### src/rtl/fpdda_pkg.sv
`timescale 1ns / 1ps
// ----------------------------------------------------------------------------
// fpdda_pkg - shared constants for the fixed-point DDA line stepper
// Fixed-point scale, input modes, default coordinate width and queue depth.
// ----------------------------------------------------------------------------
package fpdda_pkg;

    // coordinate width at the ports, default
    localparam int COORD_BITS_DEF = 12;

    // fraction bits of the accumulator (scale 8192)
    localparam int DDA_SHIFT = 13;

    // command queue between front and back
    localparam int QUEUE_DEPTH = 2;

    // input item modes
    localparam logic MODE_START = 1'b0;
    localparam logic MODE_STEP  = 1'b1;

endpackage

### src/rtl/fpdda_if.sv
`timescale 1ns / 1ps
// ----------------------------------------------------------------------------
// fpdda_if - valid/ready channels of the line stepper
// Command channel (start or step beats) and pixel channel (point beats).
// ----------------------------------------------------------------------------
interface fpdda_in_if #(
    parameter int COORD_BITS = fpdda_pkg::COORD_BITS_DEF
) ();
    logic                  valid;
    logic                  ready;
    logic                  mode;
    logic [COORD_BITS-1:0] start_x;
    logic [COORD_BITS-1:0] start_y;
    logic [COORD_BITS-1:0] end_x;
    logic [COORD_BITS-1:0] end_y;

    modport source (output valid, mode, start_x, start_y, end_x, end_y, input ready);
    modport sink   (input valid, mode, start_x, start_y, end_x, end_y, output ready);
endinterface

interface fpdda_out_if #(
    parameter int COORD_BITS = fpdda_pkg::COORD_BITS_DEF
) ();
    logic                  valid;
    logic                  ready;
    logic [COORD_BITS-1:0] point_x;
    logic [COORD_BITS-1:0] point_y;
    logic                  last;

    modport source (output valid, point_x, point_y, last, input ready);
    modport sink   (input valid, point_x, point_y, last, output ready);
endinterface

### src/rtl/fpdda_front.sv
`timescale 1ns / 1ps
// ----------------------------------------------------------------------------
// fpdda_front - command intake and line setup
// Step beats pass straight to the queue. Start beats pick the major axis and
// run a radix-2 restoring divider for the slope, one quotient bit a cycle.
// ----------------------------------------------------------------------------
module fpdda_front #(
    parameter int  COORD_BITS = fpdda_pkg::COORD_BITS_DEF,
    parameter type t_cmd      = logic
) (
    input  logic      i_clk,
    input  logic      i_rst_n,
    fpdda_in_if.sink  i_cmd,
    output logic      o_push,
    output t_cmd      o_push_data,
    input  logic      i_full
);
    import fpdda_pkg::*;

    localparam int QB       = DDA_SHIFT + 1;          // quotient bits, |slope| <= 8192
    localparam int CW       = $clog2(QB);
    localparam int ACC_BITS = COORD_BITS + DDA_SHIFT + 1;

    typedef enum logic [1:0] {ST_IDLE, ST_DIV, ST_PUSH} t_state;

    t_state                r_state;
    logic [CW-1:0]         r_cnt;
    logic [COORD_BITS:0]   r_rem;
    logic [QB-1:0]         r_quo;
    logic [COORD_BITS-1:0] r_span;
    logic                  r_neg;
    t_cmd                  r_cmd;

    logic [COORD_BITS-1:0] adx, ady, ms, me, ns, ne, span, dmag;
    logic                  maj_x, neg, accept, ge;
    logic [COORD_BITS:0]   rem_sub;
    logic [ACC_BITS-1:0]   mag, slope;

    assign i_cmd.ready = (r_state == ST_IDLE) && !i_full;
    assign accept      = i_cmd.valid && i_cmd.ready;

    // endpoint classification
    always_comb begin
        adx   = (i_cmd.end_x >= i_cmd.start_x) ? i_cmd.end_x - i_cmd.start_x
                                               : i_cmd.start_x - i_cmd.end_x;
        ady   = (i_cmd.end_y >= i_cmd.start_y) ? i_cmd.end_y - i_cmd.start_y
                                               : i_cmd.start_y - i_cmd.end_y;
        maj_x = adx > ady;
        ms    = maj_x ? i_cmd.start_x : i_cmd.start_y;
        me    = maj_x ? i_cmd.end_x   : i_cmd.end_y;
        ns    = maj_x ? i_cmd.start_y : i_cmd.start_x;
        ne    = maj_x ? i_cmd.end_y   : i_cmd.end_x;
        span  = maj_x ? adx : ady;
        neg   = ne < ns;
        dmag  = neg ? ns - ne : ne - ns;
    end

    // one divider step: remainder stays below the span
    assign ge      = (r_span != '0) && (r_rem >= {1'b0, r_span});
    assign rem_sub = ge ? r_rem - {1'b0, r_span} : r_rem;

    // slope, truncated toward zero
    assign mag   = {{(ACC_BITS-QB){1'b0}}, r_quo};
    assign slope = r_neg ? -mag : mag;

    // queue write
    always_comb begin
        o_push_data = r_cmd;
        if (r_state == ST_PUSH) begin
            o_push              = !i_full;
            o_push_data.slope   = slope;
        end else begin
            o_push              = accept && (i_cmd.mode == MODE_STEP);
            o_push_data.is_start = 1'b0;
        end
    end

    // sequencer
    always_ff @(posedge i_clk) begin
        if (!i_rst_n) begin
            r_state <= ST_IDLE;
        end else begin
            case (r_state)
                ST_IDLE: begin
                    if (accept && (i_cmd.mode == MODE_START)) begin
                        r_state              <= ST_DIV;
                        r_cnt                <= CW'(QB - 1);
                        r_rem                <= {1'b0, dmag};
                        r_span               <= span;
                        r_neg                <= neg;
                        r_cmd.is_start       <= 1'b1;
                        r_cmd.major_is_x     <= maj_x;
                        r_cmd.dir_neg        <= me < ms;
                        r_cmd.major_start    <= ms;
                        r_cmd.major_end      <= me;
                        r_cmd.minor_start    <= ns;
                        r_cmd.slope          <= '0;
                    end
                end
                ST_DIV: begin
                    r_quo <= {r_quo[QB-2:0], ge};
                    r_rem <= {rem_sub[COORD_BITS-1:0], 1'b0};
                    r_cnt <= r_cnt - 1'b1;
                    if (r_cnt == '0) begin
                        r_state <= ST_PUSH;
                    end
                end
                ST_PUSH: begin
                    if (!i_full) begin
                        r_state <= ST_IDLE;
                    end
                end
                default: begin
                    r_state <= ST_IDLE;
                end
            endcase
        end
    end

endmodule

### src/rtl/fpdda_queue.sv
`timescale 1ns / 1ps
// ----------------------------------------------------------------------------
// fpdda_queue - short command FIFO between setup and stepping
// Register-based, first-word fall-through.
// ----------------------------------------------------------------------------
module fpdda_queue #(
    parameter type t_cmd = logic
) (
    input  logic i_clk,
    input  logic i_rst_n,
    input  logic i_push,
    input  t_cmd i_push_data,
    output logic o_full,
    output logic o_valid,
    output t_cmd o_data,
    input  logic i_pop
);
    import fpdda_pkg::*;

    localparam int PW = (QUEUE_DEPTH > 1) ? $clog2(QUEUE_DEPTH) : 1;
    localparam int NW = $clog2(QUEUE_DEPTH + 1);

    t_cmd          r_mem [QUEUE_DEPTH];
    logic [PW-1:0] r_wr;
    logic [PW-1:0] r_rd;
    logic [NW-1:0] r_count;

    assign o_full  = r_count == NW'(QUEUE_DEPTH);
    assign o_valid = r_count != '0;
    assign o_data  = r_mem[r_rd];

    // storage
    always_ff @(posedge i_clk) begin
        if (i_push) begin
            r_mem[r_wr] <= i_push_data;
        end
    end

    // pointers and fill level
    always_ff @(posedge i_clk) begin
        if (!i_rst_n) begin
            r_wr    <= '0;
            r_rd    <= '0;
            r_count <= '0;
        end else begin
            if (i_push) begin
                r_wr <= (r_wr == PW'(QUEUE_DEPTH - 1)) ? '0 : r_wr + 1'b1;
            end
            if (i_pop) begin
                r_rd <= (r_rd == PW'(QUEUE_DEPTH - 1)) ? '0 : r_rd + 1'b1;
            end
            case ({i_push, i_pop})
                2'b10:   r_count <= r_count + 1'b1;
                2'b01:   r_count <= r_count - 1'b1;
                default: r_count <= r_count;
            endcase
        end
    end

    a_no_overflow: assert property (@(posedge i_clk) disable iff (!i_rst_n)
        i_push |-> (!o_full || i_pop))
        else $error("command queue written while full");

    a_no_underflow: assert property (@(posedge i_clk) disable iff (!i_rst_n)
        i_pop |-> o_valid)
        else $error("command queue read while empty");

endmodule

### src/rtl/fpdda_back.sv
`timescale 1ns / 1ps
// ----------------------------------------------------------------------------
// fpdda_back - DDA stepping engine and pixel output register
// Loads line state from start commands; each step emits the corner pixel
// (when the minor coordinate moved) and then the current pixel.
// ----------------------------------------------------------------------------
module fpdda_back #(
    parameter int  COORD_BITS = fpdda_pkg::COORD_BITS_DEF,
    parameter type t_cmd      = logic
) (
    input  logic        i_clk,
    input  logic        i_rst_n,
    input  logic        i_valid,
    input  t_cmd        i_data,
    output logic        o_pop,
    fpdda_out_if.source o_pix
);
    import fpdda_pkg::*;

    localparam int ACC_BITS = COORD_BITS + DDA_SHIFT + 1;

    logic                  r_active;
    logic                  r_major_is_x;
    logic                  r_dir_neg;
    logic [COORD_BITS-1:0] r_major_pos;
    logic [COORD_BITS-1:0] r_major_end;
    logic [COORD_BITS-1:0] r_minor_pos;
    logic [COORD_BITS-1:0] r_minor_prev;
    logic [ACC_BITS-1:0]   r_accum;
    logic [ACC_BITS-1:0]   r_slope;

    logic                  r_out_valid;
    logic [COORD_BITS-1:0] r_px;
    logic [COORD_BITS-1:0] r_py;
    logic                  r_last;

    logic                  out_free, is_step, emit, corner, at_end;
    logic [COORD_BITS-1:0] out_minor;
    logic [ACC_BITS-1:0]   accum_nx;

    assign out_free  = !r_out_valid || o_pix.ready;
    assign is_step   = i_valid && !i_data.is_start;
    assign corner    = r_minor_pos != r_minor_prev;
    assign at_end    = r_major_pos == r_major_end;
    assign emit      = is_step && r_active && out_free;
    assign out_minor = corner ? r_minor_prev : r_minor_pos;
    assign accum_nx  = r_accum + r_slope;

    // a step leaves the queue once its last pixel is out; idle steps drop
    assign o_pop = i_valid && (i_data.is_start || !r_active || (out_free && !corner));

    assign o_pix.valid   = r_out_valid;
    assign o_pix.point_x = r_px;
    assign o_pix.point_y = r_py;
    assign o_pix.last    = r_last;

    // line state
    always_ff @(posedge i_clk) begin
        if (!i_rst_n) begin
            r_active <= 1'b0;
        end else if (i_valid && i_data.is_start) begin
            r_active     <= 1'b1;
            r_major_is_x <= i_data.major_is_x;
            r_dir_neg    <= i_data.dir_neg;
            r_major_pos  <= i_data.major_start;
            r_major_end  <= i_data.major_end;
            r_minor_pos  <= i_data.minor_start;
            r_minor_prev <= i_data.minor_start;
            r_accum      <= {1'b0, i_data.minor_start, 1'b1, {(DDA_SHIFT-1){1'b0}}};
            r_slope      <= i_data.slope;
        end else if (emit) begin
            if (corner) begin
                r_minor_prev <= r_minor_pos;
            end else if (at_end) begin
                r_active <= 1'b0;
            end else begin
                r_accum     <= accum_nx;
                r_minor_pos <= accum_nx[DDA_SHIFT +: COORD_BITS];
                r_major_pos <= r_dir_neg ? r_major_pos - 1'b1 : r_major_pos + 1'b1;
            end
        end
    end

    // pixel output register
    always_ff @(posedge i_clk) begin
        if (!i_rst_n) begin
            r_out_valid <= 1'b0;
        end else if (out_free) begin
            r_out_valid <= emit;
        end
    end

    always_ff @(posedge i_clk) begin
        if (emit) begin
            r_px   <= r_major_is_x ? r_major_pos : out_minor;
            r_py   <= r_major_is_x ? out_minor : r_major_pos;
            r_last <= !corner && at_end;
        end
    end

    a_corner_settles: assert property (@(posedge i_clk) disable iff (!i_rst_n)
        (emit && corner) |=> (r_minor_prev == r_minor_pos) && r_active)
        else $error("corner pixel did not settle the minor coordinate");

    a_last_ends_line: assert property (@(posedge i_clk) disable iff (!i_rst_n)
        (emit && !corner && at_end) |=> !r_active && r_out_valid && r_last)
        else $error("final pixel did not close the line");

endmodule

### src/rtl/fixed_point_dda_line_stepper_core.sv
`timescale 1ns / 1ps
// ----------------------------------------------------------------------------
// fixed_point_dda_line_stepper_core - fixed-point DDA line rasteriser
// Walks a line one major-axis pixel per step beat, scale 8192 accumulator.
//
//  channel  dir  beat contents                         notes
//  i_cmd    in   mode, start_x, start_y, end_x, end_y  mode 0 start, 1 step
//  o_pix    out  point_x, point_y, last                last on final pixel
//
// A step beat yields one pixel per cycle while o_pix is not stalled, a corner
// pixel first when the minor coordinate moved. A start beat holds the intake
// while the serial slope divider makes one quotient bit per cycle, 14 in all.
// Synchronous active-low reset leaves the stepper idle with empty queue.
// A two-entry command queue lets intake run while the pixel side stalls.
// ----------------------------------------------------------------------------
module fixed_point_dda_line_stepper_core #(
    parameter int COORD_BITS = fpdda_pkg::COORD_BITS_DEF
) (
    input  logic        i_clk,
    input  logic        i_rst_n,
    fpdda_in_if.sink    i_cmd,
    fpdda_out_if.source o_pix
);
    import fpdda_pkg::*;

    localparam int ACC_BITS = COORD_BITS + DDA_SHIFT + 1;

    typedef struct packed {
        logic                  is_start;
        logic                  major_is_x;
        logic                  dir_neg;
        logic [COORD_BITS-1:0] major_start;
        logic [COORD_BITS-1:0] major_end;
        logic [COORD_BITS-1:0] minor_start;
        logic [ACC_BITS-1:0]   slope;
    } t_cmd;

    logic push, full, q_valid, pop;
    t_cmd push_data, q_data;

    // setup and slope division
    fpdda_front #(
        .COORD_BITS (COORD_BITS),
        .t_cmd      (t_cmd)
    ) u_front (
        .i_clk       (i_clk),
        .i_rst_n     (i_rst_n),
        .i_cmd       (i_cmd),
        .o_push      (push),
        .o_push_data (push_data),
        .i_full      (full)
    );

    // decoupling queue
    fpdda_queue #(
        .t_cmd (t_cmd)
    ) u_queue (
        .i_clk       (i_clk),
        .i_rst_n     (i_rst_n),
        .i_push      (push),
        .i_push_data (push_data),
        .o_full      (full),
        .o_valid     (q_valid),
        .o_data      (q_data),
        .i_pop       (pop)
    );

    // stepping engine
    fpdda_back #(
        .COORD_BITS (COORD_BITS),
        .t_cmd      (t_cmd)
    ) u_back (
        .i_clk   (i_clk),
        .i_rst_n (i_rst_n),
        .i_valid (q_valid),
        .i_data  (q_data),
        .o_pop   (pop),
        .o_pix   (o_pix)
    );

endmodule
### src/flat_wrapper.sv
// flat-port wrapper written by rule: the top's interface ports become plain ports
module fixed_point_dda_line_stepper_core_flat import fpdda_pkg::*;
#(
    parameter int COORD_BITS = fpdda_pkg::COORD_BITS_DEF
)
  (i_clk, i_rst_n, i_cmd_valid, i_cmd_mode, i_cmd_start_x, i_cmd_start_y, i_cmd_end_x, i_cmd_end_y, i_cmd_ready, o_pix_valid, o_pix_point_x, o_pix_point_y, o_pix_last, o_pix_ready);
  fpdda_in_if #(.COORD_BITS(COORD_BITS)) i_cmd_i ();
  fpdda_out_if #(.COORD_BITS(COORD_BITS)) o_pix_i ();
  input  logic i_clk;
  input  logic i_rst_n;
  input wire logic [$bits(i_cmd_i.valid)-1:0] i_cmd_valid;
  input wire logic [$bits(i_cmd_i.mode)-1:0] i_cmd_mode;
  input wire logic [$bits(i_cmd_i.start_x)-1:0] i_cmd_start_x;
  input wire logic [$bits(i_cmd_i.start_y)-1:0] i_cmd_start_y;
  input wire logic [$bits(i_cmd_i.end_x)-1:0] i_cmd_end_x;
  input wire logic [$bits(i_cmd_i.end_y)-1:0] i_cmd_end_y;
  output wire logic [$bits(i_cmd_i.ready)-1:0] i_cmd_ready;
  output wire logic [$bits(o_pix_i.valid)-1:0] o_pix_valid;
  output wire logic [$bits(o_pix_i.point_x)-1:0] o_pix_point_x;
  output wire logic [$bits(o_pix_i.point_y)-1:0] o_pix_point_y;
  output wire logic [$bits(o_pix_i.last)-1:0] o_pix_last;
  input wire logic [$bits(o_pix_i.ready)-1:0] o_pix_ready;
  assign i_cmd_i.valid = i_cmd_valid;
  assign i_cmd_i.mode = i_cmd_mode;
  assign i_cmd_i.start_x = i_cmd_start_x;
  assign i_cmd_i.start_y = i_cmd_start_y;
  assign i_cmd_i.end_x = i_cmd_end_x;
  assign i_cmd_i.end_y = i_cmd_end_y;
  assign i_cmd_ready = i_cmd_i.ready;
  assign o_pix_valid = o_pix_i.valid;
  assign o_pix_point_x = o_pix_i.point_x;
  assign o_pix_point_y = o_pix_i.point_y;
  assign o_pix_last = o_pix_i.last;
  assign o_pix_i.ready = o_pix_ready;
  fixed_point_dda_line_stepper_core #(.COORD_BITS(COORD_BITS)) u_core (.i_clk(i_clk), .i_rst_n(i_rst_n), .i_cmd(i_cmd_i), .o_pix(o_pix_i));
endmodule
### config.mk
export PLATFORM = sky130hd
export DESIGN_NAME = fixed_point_dda_line_stepper_core_flat
export DESIGN_NICKNAME = d
export VERILOG_FILES = /design/src/rtl/fpdda_pkg.sv /design/src/rtl/fpdda_if.sv /design/src/rtl/fpdda_front.sv /design/src/rtl/fpdda_queue.sv /design/src/rtl/fpdda_back.sv /design/src/rtl/fixed_point_dda_line_stepper_core.sv /design/src/flat_wrapper.sv
export SDC_FILE = /design/constraint.sdc
export NUM_CORES = 1
export LEC_CHECK = 0
export ABC_AREA = 1
export BUFFER_PORTS_ARGS = -buffer_cell sky130_fd_sc_hd__buf_4
export CAP_MARGIN = 10
export CELL_PAD_IN_SITES_DETAIL_PLACEMENT = 0
export CELL_PAD_IN_SITES_GLOBAL_PLACEMENT = 2
export CORE_ASPECT_RATIO = 1.2
export CORE_MARGIN = 10
export CORE_UTILIZATION = 43
export DETAILED_ROUTE_END_ITERATION = 7
export PLACE_DENSITY_LB_ADDON = 0.12
export SLEW_MARGIN = 20
export SYNTH_ARGS = -nofsm -noshare
export SYNTH_HDL_FRONTEND = slang
export SYNTH_SLANG_ARGS = --single-unit
### constraint.sdc
create_clock -name i_clk -period 14.74 [get_ports i_clk]
set_input_delay 2.211 -clock i_clk [delete_from_list [all_inputs] [get_ports i_clk]]
set_output_delay 2.211 -clock i_clk [all_outputs]
set_load 0.01 [all_outputs]
==> reports/results.tsv <==
stage	metric	value	unit
status	status	finished, final reports clean	
logic_synthesis	synth_nets	2314	
critical_path	crit_end	u_core.u_front.r_rem[10]$_DFFE_PP_	
clocking	clock-sinks	323	
sta	timing.fmax	0.124	GHz
clocking	clock_path_buffers	3	
floorplan	ioPinCount	80	
clocking	cts-buffers-inserted	34	
critical_path	critPathKind	in2reg	
critical_path	cp_common_cell	nand2_1	
sta	rsz0062_at_grt	no	
floorplan	rows	84	
clocking	worst_setup_hold_path_clk_slew	60	ps
global_route	grt_pass1_vias	14500	
sta	drv_slew	0	
logic_synthesis	synth.yosys.seq_area_share	0.499	
power_and_ir_drop	p_sw_frac	0.419	
clocking	cts_setup_buffers	0	
power_and_ir_drop	pwr-share-clk	0.203	
route	wl	53000	µm
sta	finalSetupViolCount	0	
clocking	cts_root_buffer	clkbuf_16	
sta	worstMarginPinSlew	1050	ps
finish	layout_common_cells	nand2_1 (571), edfxtp_1 (314), inv_1 (251)	
critical_path	max_stage_delay	560	ps
critical_path	crit_fanout	62	
finish	final_common_cell	nand2_1	
finish	antenna_cells	0	
power_and_ir_drop	p_seq_frac	0.335	
logic_synthesis	ys_types	60	
logic_synthesis	syn_area	0.0193	mm²
floorplan	dieArea	0.0537	mm²
power_and_ir_drop	power_leakage	9.24	nW
finish	multi_input_area	0.00844	mm²
critical_path	worstPathArrival	8350	ps
power_and_ir_drop	pwr-share-comb	0.462	
job	cap_violations	0	
floorplan	start_util	0.437	
critical_path	reg2reg_slack	10880	ps
route	drt.antenna.violating_nets	0	
logic_synthesis	synth_seq_cells	323	
clocking	htreeDepth	2	
sta	post-route-period-util	0.549	
placement	pre_cts_slack	6170	ps
global_route	antenna_found_initial	0	
sta	skew	19.6	ps
placement	dpl.hpwl	41200	µm
finish	fin_nets	2383	
sta	setup_slack	6650	ps
critical_path	critPathLaunchType	primary input	
critical_path	rr_worst_depth	11	
finish	syn_to_final_growth	11.7	%
finish	fillerInstances	4198	
critical_path	cp.required	15000	ps
placement	io_buffers	79	
route	firstDrtPassIters	5	
global_route	grt_usage	0.197	
route	wl_per_cell	19.2	µm
power_and_ir_drop	total_power	0.00415	W
logic_synthesis	avgSynthCellArea	9.12	µm²
global_route	grt_max_degree	63	
floorplan	coreArea	0.0440	mm²
finish	regArea	0.00961	mm²
critical_path	cp-end-kind	register	
power_and_ir_drop	p_per_area	193	mW/mm²
sta	max_slew_margin	0.293	
finish	drive_above_1_share	0.0867	
floorplan	fp.dieW	213	µm
finish	final_cells	2761	
global_route	grt_pass1_wl	82000	µm
route	viasPerCell	5.24	
placement	place.gp.congestion	0.924	
sta	tns	0	ps
finish	design_area	0.0215	mm²
route	first_iter_violations	764	
floorplan	die_h	252	µm
sta	period_needed	8090	ps
placement	place_inst	2704	
route	drc	0	
power_and_ir_drop	switchingPower	0.00174	W
power_and_ir_drop	intPower	0.00241	W
clocking	clk_latency	510	ps
logic_synthesis	synthCells	2112	
sta	hold_viol	0	
critical_path	cpMaxStageDelayCell	buf_4	
hold_path	hp-class	reg2reg	
critical_path	crit_start	i_cmd_end_x[0]	
power_and_ir_drop	ir_worst_vdd	111	µV
critical_path	reg2reg_to	u_core.u_back.r_accum[9]$_SDFFCE_PP0P_	
clocking	cts_tree	built	
global_route	grt-ovfl-total	0	
clocking	cts_resized	0	
logic_synthesis	yosys_warnings	0	
clocking	ctsHoldBuffers	0	
placement	placed_cell_area	0.0204	mm²
route	via_count	14500	
synth_stat cells, drive strengths merged:
cell / n / share of area
nand2: 577 / 0.11
edfxtp: 314 / 0.49
inv: 258 / 0.050
o21ai: 182 / 0.049
a21oi: 176 / 0.047
ha: 140 / 0.091
nor2: 104 / 0.021
nand3: 54 / 0.015
xor2: 53 / 0.025
nor3: 35 / 0.0099
buf: 32 / 0.0095
clkbuf: 27 / 0.0054
xnor2: 19 / 0.0086
o211ai: 18 / 0.0070
o21bai: 14 / 0.0058
a31oi: 12 / 0.0039
nand4: 12 / 0.0039
a21o: 10 / 0.0039
nor4: 10 / 0.0036
dfxtp: 9 / 0.0094
fa: 9 / 0.0094
o21a: 9 / 0.0035
a211oi: 8 / 0.0036
a21boi: 5 / 0.0019
o2111ai: 4 / 0.0021
or2: 4 / 0.0013
a221oi: 3 / 0.0017
and2: 2 / 0.00065
and3: 2 / 0.00065
nand3b: 2 / 0.00078
nor3b: 2 / 0.00078
o31a: 2 / 0.00091
a31o: 1 / 0.00045
clkinv: 1 / 0.00019
nor4b: 1 / 0.00045
o31ai: 1 / 0.00039
layout make-up:
type	count	area share
multi-input cells	1471	0.393
flip-flops and latches	323	0.447
inverters	259	0.0452
clock buffers	45	0.0454
well taps	559	0.0325
repair buffers	92	0.0321
clock inverters	12	0.00535
metrics by stage:
step,hold WS [ps],util
final,441,0.488
after detailed placement,429,0.464
after global routing,454,0.488
after global placement,422,0.464
after floorplan,421,-
after CTS,440,0.488
worst max-delay path, delay by kind of cell:
kind                     cells  cell delay (ps)
AND/OR/NAND/NOR             14             1650
buffers and inverters       10             1600
adder cells (fa/ha/maj)      4             1380
XOR/XNOR                     1              170
AO/OA/AOI/OAI                8             1340
logic make-up (layout without fill, tap and decap cells):
| logic type | count (synthesis) | count (layout) | synth area share |
|---|---|---|---|
| AO/OA/AOI/OAI | 445 | 445 | 0.131 |
| XOR/XNOR | 72 | 72 | 0.0335 |
| adder cells (fa/ha/maj) | 149 | 149 | 0.100 |
| buffers and inverters | 318 | 408 | 0.0653 |
| flip-flops | 323 | 323 | 0.499 |
| AND/OR/NAND/NOR | 805 | 805 | 0.171 |
how the worst min path moves through the flow:
stage                                              from                                    end  slack (ps)  depth (start not counted)
6_report       u_core.u_front.o_push_data[46]$_DFFE_PP_  u_core.u_queue.r_mem[1][46]$_DFFE_PP_         440                          0
5_1_grt        u_core.u_front.o_push_data[34]$_DFFE_PP_  u_core.u_queue.r_mem[0][34]$_DFFE_PP_         450                          0
4_1_cts        u_core.u_front.o_push_data[38]$_DFFE_PP_  u_core.u_queue.r_mem[1][38]$_DFFE_PP_         440                          0
3_5_place_dp   u_core.u_front.o_push_data[46]$_DFFE_PP_  u_core.u_queue.r_mem[0][46]$_DFFE_PP_         430                          0
3_3_place_gp   u_core.u_front.o_push_data[31]$_DFFE_PP_  u_core.u_queue.r_mem[0][31]$_DFFE_PP_         420                          0
2_1_floorplan  u_core.u_front.o_push_data[26]$_DFFE_PP_  u_core.u_queue.r_mem[0][26]$_DFFE_PP_         420                          0
routing by layer:
| layer | vias up | global-route usage | share of wire | wire (µm) |
|---|---|---|---|---|
| met5 | - | 0 | 0 | 0 |
| met2 | 305 | 0.340 | 0.48 | 25700 |
| met3 | 93 | 0.0218 | 0.034 | 1790 |
| met1 | 6783 | 0.244 | 0.43 | 23000 |
| met4 | 0 | 0.0911 | 0.048 | 2560 |
| li1 | 7298 | - | - | - |
power by group through the flow:
stage          registers, W  clock network (W)  logic [W]
3_5_place_dp        0.00141                  0    0.00192
3_3_place_gp        0.00140                  0    0.00191
4_1_cts             0.00139           0.000867    0.00193
2_1_floorplan       0.00138                  0    0.00138
5_1_grt             0.00140           0.000900    0.00219
6_report            0.00139           0.000843    0.00192
flip-flops by register name, indices dropped and copies added, names as in the netlist, 13 cells and up, named ones only:
register / count
u_core.u_queue.r_mem: 122
u_core.u_front.o_push_data: 38
u_core.u_back.r_slope: 22
u_core.u_front.r_quo: 14
u_core.u_back.r_accum: 13
u_core.u_front.r_rem: 13
Power figures use the tool's default switching activity.
